===== src/hw/rtl/m2m_pkg.sv =====
// ----------------------------------------------------------------------------
// m2m_pkg
// Types and constants shared by the instruction executor.
// ----------------------------------------------------------------------------
package m2m_pkg;

   localparam int MEM_DEPTH_DEFAULT = 4096;
   localparam int ADDR_W   = 24;
   localparam int DATA_W   = 64;
   localparam int STEP_W   = 31;
   localparam logic [ADDR_W-1:0] INSTR_BYTES = 24'd10;
   localparam logic [STEP_W-1:0] STEP_MAX = {STEP_W{1'b1}};

   typedef enum logic [1:0] {
      KIND_EXEC  = 2'd0,
      KIND_WRITE = 2'd1,
      KIND_READ  = 2'd2,
      KIND_START = 2'd3
   } kind_type;

   localparam logic [7:0] OP_HALT = 8'd0;
   localparam logic [7:0] OP_ADD  = 8'd1;
   localparam logic [7:0] OP_SUB  = 8'd2;
   localparam logic [7:0] OP_MUL  = 8'd3;
   localparam logic [7:0] OP_DIV  = 8'd4;
   localparam logic [7:0] OP_AND  = 8'd5;
   localparam logic [7:0] OP_OR   = 8'd6;
   localparam logic [7:0] OP_XOR  = 8'd7;
   localparam logic [7:0] OP_NOT  = 8'd8;
   localparam logic [7:0] OP_MOV  = 8'd9;
   localparam logic [7:0] OP_JUMP = 8'd10;

   typedef enum logic [3:0] {
      ST_CLEAR, ST_IDLE, ST_RDA, ST_RDB, ST_LATCH, ST_MUL, ST_DIV,
      ST_WRITE, ST_RESP
   } state_type;

   typedef struct packed {
      logic       start;
      logic [7:0] opcode;
   } alu_cmd_type;

   typedef struct packed {
      logic done;
   } alu_sts_type;

endpackage


===== src/hw/rtl/m2m_alu.sv =====
// ----------------------------------------------------------------------------
// m2m_alu
// Multicycle ALU: 16-bit partial-product multiply and restoring divide.
// ----------------------------------------------------------------------------
module m2m_alu (
   input  logic                 clock,
   input  logic                 reset,
   input  m2m_pkg::alu_cmd_type cmd,
   input  logic [63:0]          opa,
   input  logic [63:0]          opb,
   output m2m_pkg::alu_sts_type sts,
   output logic [63:0]          result
);

   logic        busy_ff, busy_in;
   logic        div_ff, div_in;
   logic [6:0]  cnt_ff, cnt_in;
   logic [63:0] a_ff, a_in;
   logic [63:0] b_ff, b_in;
   logic [63:0] acc_ff, acc_in;
   logic [64:0] rem_ff, rem_in;
   logic [64:0] trial;
   logic [15:0] mb;
   logic [79:0] pp;
   logic        last;

   assign mb    = b_ff[15:0];
   assign pp    = a_ff * mb;
   assign trial = {rem_ff[63:0], a_ff[63]} - {1'b0, b_ff};
   assign last  = div_ff ? (cnt_ff == 7'd63) : (cnt_ff == 7'd3);

   always_comb begin
      busy_in = busy_ff;
      div_in  = div_ff;
      cnt_in  = cnt_ff;
      a_in    = a_ff;
      b_in    = b_ff;
      acc_in  = acc_ff;
      rem_in  = rem_ff;
      if (cmd.start) begin
         busy_in = 1'b1;
         div_in  = (cmd.opcode == m2m_pkg::OP_DIV);
         cnt_in  = '0;
         a_in    = opa;
         b_in    = opb;
         acc_in  = '0;
         rem_in  = '0;
      end else if (busy_ff) begin
         cnt_in = cnt_ff + 7'd1;
         if (last) busy_in = 1'b0;
         if (div_ff) begin
            a_in = {a_ff[62:0], 1'b0};
            if (!trial[64]) begin
               rem_in = trial;
               acc_in = {acc_ff[62:0], 1'b1};
            end else begin
               rem_in = {rem_ff[63:0], a_ff[63]};
               acc_in = {acc_ff[62:0], 1'b0};
            end
         end else begin
            acc_in = acc_ff + pp[63:0];
            a_in   = {a_ff[47:0], 16'd0};
            b_in   = {16'd0, b_ff[63:16]};
         end
      end
   end

   always_ff @(posedge clock) begin
      if (reset) begin
         busy_ff <= 1'b0;
         div_ff  <= 1'b0;
         cnt_ff  <= '0;
      end else begin
         busy_ff <= busy_in;
         div_ff  <= div_in;
         cnt_ff  <= cnt_in;
      end
      a_ff   <= a_in;
      b_ff   <= b_in;
      acc_ff <= acc_in;
      rem_ff <= rem_in;
   end

   assign sts.done = busy_ff && last;
   assign result   = acc_in;

endmodule


===== config.mk =====
export PLATFORM = sky130hd
export DESIGN_NAME = m2m_alu
export DESIGN_NICKNAME = d
export VERILOG_FILES = /design/src/hw/rtl/m2m_pkg.sv /design/src/hw/rtl/m2m_alu.sv
export SDC_FILE = /design/constraint.sdc
export NUM_CORES = 2
export LEC_CHECK = 0
export ABC_AREA = 1
export CAP_MARGIN = 5
export CORE_UTILIZATION = 68
export CTS_BUF_LIST = sky130_fd_sc_hd__clkbuf_8
export DETAILED_ROUTE_END_ITERATION = 7
export DONT_BUFFER_PORTS = 1
export GPL_TIMING_DRIVEN = 0
export HOLD_SLACK_MARGIN = 0.1
export PLACE_DENSITY = 0.92
export SYNTH_ARGS = -nofsm -noshare
export SYNTH_HDL_FRONTEND = slang
export SYNTH_SLANG_ARGS = --single-unit

===== constraint.sdc =====
create_clock -name clock -period 10.46 [get_ports clock]
set_input_delay 2.092 -clock clock [delete_from_list [all_inputs] [get_ports clock]]
set_output_delay 2.092 -clock clock [all_outputs]
set_load 0.005 [all_outputs]

Word level (Yosys, flattened, before mapping)
Index checks and enable logic that the tools add are counted.

Add/sub/neg operators: 3. Bitwise operators: 0. Divide/modulo/power cells: 0. Multiply operators: 1. Order comparisons: 0. Reductions and logical operators: 5. Equality and inequality tests: 4. Shifts and indexed selects: 0. Multiplexer cells: 15.

Operator list (count): 64-bit two-way mux (10); 65-bit by 64-bit subtractor with 65-bit output (1); 64-bit adder (1); 64-bit by 16-bit multiplier with 64-bit output (1); 8-bit by 3-bit == test with 1-bit output, second input constant (1); 7-bit by 1-bit adder with 7-bit output, second input constant (1); 7-bit by 2-bit == test with 1-bit output, second input constant (1); 7-bit by 6-bit == test with 1-bit output, second input constant (1); 1-bit two-way mux (5); 2-bit AND reduction (2); 2-bit inequality test, second input constant (1); 2-bit nonzero test (1); 2-bit OR reduction (1); 1-bit logical AND (1).

Bits in latches: 0. Register bits: 265. Word-level logic and storage cells: 35. Bits in read-only memories: 0. Memories kept: 0. Bits in writable memories: 0.

Logic depth before layout (Yosys ltp)
Depth after elaboration: 5. Depth in mapped cells: 30. Mapped depth without buffers: 28.

Least setup slack after synthesis
No wires, ideal clock.

Path kind: register to output. Start: reg b_ff[1]. End: out result[47]. Arrival time: 5.852 ns. Stages on the path, launching flop included: 27. Setup slack: 2.516 ns. Cell sequence: edfxtp_1 -> clkbuf_1 -> clkbuf_1 -> nand2_1 -> fa_1 -> inv_1 -> fa_1 -> inv_1 -> fa_1 -> inv_1 -> fa_1 -> fa_1 -> inv_1 -> fa_1 -> inv_1 -> ha_1 -> nand2_1 -> nor2_1 -> inv_1 -> nor2_1 -> inv_1 -> nor2_1 -> inv_1 -> or2_2 -> nand4_1 -> nand3_1 -> a21oi_1.

Cells in the longest elaborated chain, start to end: 5.

RTL lines: from (decl) (line m2m_alu.sv:19) `logic [63:0] b_ff, b_in;`; from (signal assigned) (line m2m_alu.sv:79) `b_ff <= b_in;`; 64-bit by 16-bit multiplier with 64-bit output (line m2m_alu.sv:28) `assign pp = a_ff * mb;`; 64-bit adder (line m2m_alu.sv:61) `acc_in = acc_ff + pp[63:0];`; 64-bit two-way mux (line m2m_alu.sv:51) `if (div_ff) begin`; 64-bit two-way mux (line m2m_alu.sv:48) `end else if (busy_ff) begin`; 64-bit two-way mux (line m2m_alu.sv:40) `if (cmd.start) begin`; to (decl) (line m2m_alu.sv:12) `output logic [63:0] result`.

Every way passes these cells.

Worst setup path in the final report
Start: reg b_ff[1]. End: out result[61].

The elaborated chain is that of the path after synthesis.

==> results.ini <==
[route]
firstDrtPassIters=8
drc_errors=1
wire_per_inst_um=25.1
vias=48100
drt_wl_total_um=198000
drt_iter0_drc=6376
antenna_left=0
routed_via_density=6.08

[clock_network]
clock_path_buffers=3
cts_buffers=54
clock-root-buffer=clkbuf_8
tritoncts=yes
cts.sinks=265
hold_buffers=0
htreeDepth=2
clk_latency_ns=0.75
clk_pin_slew_ns=0.07

[global_route]
grt_overflow=0
grt_max_degree=38
grt_pass1_wl_um=287000
antenna_found_initial=18
grt_usage=0.554
grt_pass1_vias=48400

[logic_synthesis]
ys.flop_type=dfxtp_1
netlist_instances=6836
synth-seq-area-share=0.137
synth_cell_types=48
yosys.area.top_type=fa_1
async_reset_ff_frac=0
synth.ff_latch_count=265
synth_edf_count=128
ys_top_cells_by_area=fa_1 34%, nand2_1 15%, inv_1 14%
netlist_area_mm2=0.0482
synth_top_cell_area_share=0.339
synth_nets=7956
yosysWarnings=0
avgSynthCellArea_um2=7.05

[job]
maxCapViolations=1

[outcome]
status=finished, violations left
violations=DRC, capacitance limit, slew limit, setup timing

[layout]
multi_input_area_mm2=0.0335
nFillCells=5280
nNetsFinal=8040
drive_above_1_share=0.0431
area.growth.synth_to_final_pct=6.71
seqCellArea_mm2=0.00659

[critical_path]
path_class=register to output port
critPathRequiredTime_ns=8.37
cp_max_fo=11
endpoint_kind=output port
ff2ff_path_depth=24
worstPathArrival_ns=8.38
cp-start-kind=register

[die]
initial_core_util=0.688
num_rows=97
core_mm2=0.0700
io_pins=204
fp.dieW_um=268
dieArea_mm2=0.0719
die_h_um=268

[place]
gp_congestion=1.09
numPortBuffers=0
hpwl_um=157000

[min_path]
hold_class=register to register
holdPathStages=2

[sta]
finalSetupViolations=2
setup_ws_ns=-0.0166
final.min_clock_period_ns=10.48
post-route-period-util=1.00
worst_slew_pin_slew_ns=1.53
timing.fmax_mhz=95.5
slew_headroom=-0.0218
rsz0062_at_grt=yes
setup_tns_ns=-0.0196
slew_violations=11
hold_viol_final=0
skew_ns=0.0550

[synthesized netlist by cell type (all sizes together) (20+ instances only)]
| master | number |
|---|---|
| nor3 | 30 |
| xor2 | 38 |
| a21oi | 449 |
| inv | 1841 |
| nand3b | 20 |
| dfxtp | 137 |
| xnor2 | 22 |
| o21ai | 251 |
| clkbuf | 254 |
| nand2 | 1939 |
| ha | 166 |
| nand4 | 38 |
| nand3 | 230 |
| fa | 815 |
| nor2 | 319 |
| buf | 63 |
| edfxtp | 128 |
[repair_timing]
action | 4_1_cts | 5_1_grt
endpoints found under the hold margin | 0 | 0
endpoints found under the setup margin | 44 | 41
cloned | 0 | 0
pin swaps | 0 | 0
setup buffers | 15 | 41
gates resized for setup | 39 | 85
[flip-flops by register name, summed over array words and instances, names as in the netlist]
name,cells
rem_ff,64
b_ff,64
div_ff,1
busy_ff,1
a_ff,64
cnt_ff,7
acc_ff,64
[layout make-up]
type	instances	share of cell area
repair buffers	64	0.0146
well taps	940	0.0229
clock buffers	60	0.0161
inverters	1842	0.135
flip-flops and latches	265	0.128
clock inverters	42	0.00786
diodes	15	0.000730
plain buffers	281	0.0241
multi-input cells	4412	0.651
[final timing paths]
path	startpoint	slack (ns)	endpoint
worst max-delay path	b_ff[1]	-0.02	result[61]
worst min-delay path	cnt_ff[6]	0.48	cnt_ff[6]
worst max register to register	b_ff[6]	2.64	acc_ff[44]
worst min register to register	cnt_ff[6]	0.48	cnt_ff[6]
[cells by family after synthesis]
kind of cell	Yosys count	share of synthesized area
XOR/XNOR	60	0.0109
flip-flops	265	0.137
AND/OR/NAND/NOR	2598	0.216
adder cells (fa/ha/maj)	981	0.382
AO/OA/AOI/OAI	773	0.0851
buffers and inverters	2159	0.169
[worst max-delay path, cell delays in order, from the launching register on]
cell and delay (ns):
edfxtp_1 0.51, clkbuf_4 0.42, buf_2 0.43, nand2_1 0.14, fa_1 0.55, fa_1 0.61
fa_1 0.48, fa_1 0.57, inv_1 0.06, fa_1 0.49, inv_1 0.06, fa_1 0.52
inv_1 0.05, ha_1 0.35, nand2_1 0.12, nor2_1 0.29, nand2_1 0.16, o211ai_1 0.48
nand2_1 0.10, o211ai_1 0.40, nand3_1 0.23, nand3_1 0.13, nand3_1 0.11, a21oi_2 0.39
[cell usage in the layout (no fill, tap or decap), types with 23 or more instances in the layout]
master    count
nand3_1     228
clkbuf_1    179
dfxtp_1     137
clkbuf_2     51
inv_1      1833
nand2_1    1926
ha_1        166
o21ai_0     242
clkbuf_8     60
xor2_1       38
a21oi_1     435
buf_4        44
buf_1        23
edfxtp_1    128
nor2_1      310
nor3_1       28
nand4_1      38
fa_1        815
[through the flow]
| stage | hold slack (ns) | area, um^2 | utilization | setup WS, ns | cells |
|---|---|---|---|---|---|
| after floorplan | 0.444 | 48200 | - | 2.52 | 6836 |
| after global placement | 0.457 | 49300 | 0.705 | -0.314 | 7776 |
| after detailed placement | 0.472 | 49500 | 0.706 | -0.330 | 7781 |
| after CTS | 0.480 | 50900 | 0.727 | -0.0105 | 7887 |
| after global routing | 0.504 | 51400 | 0.734 | -0.000825 | 7908 |
| final | 0.478 | 51400 | 0.734 | -0.0166 | 7921 |
[per-layer routing]
layer  up-vias  GRT usage  share of wire
met5         -     0.0304         0.0017
met4        17      0.531           0.12
met3      1488      0.276           0.16
met2      4098      0.792           0.41
met1     22300      0.586           0.31
li1      20200          -              -
Power is not shown: default switching activity piles up to over one toggle a cycle in this logic, so the estimate is an artifact.
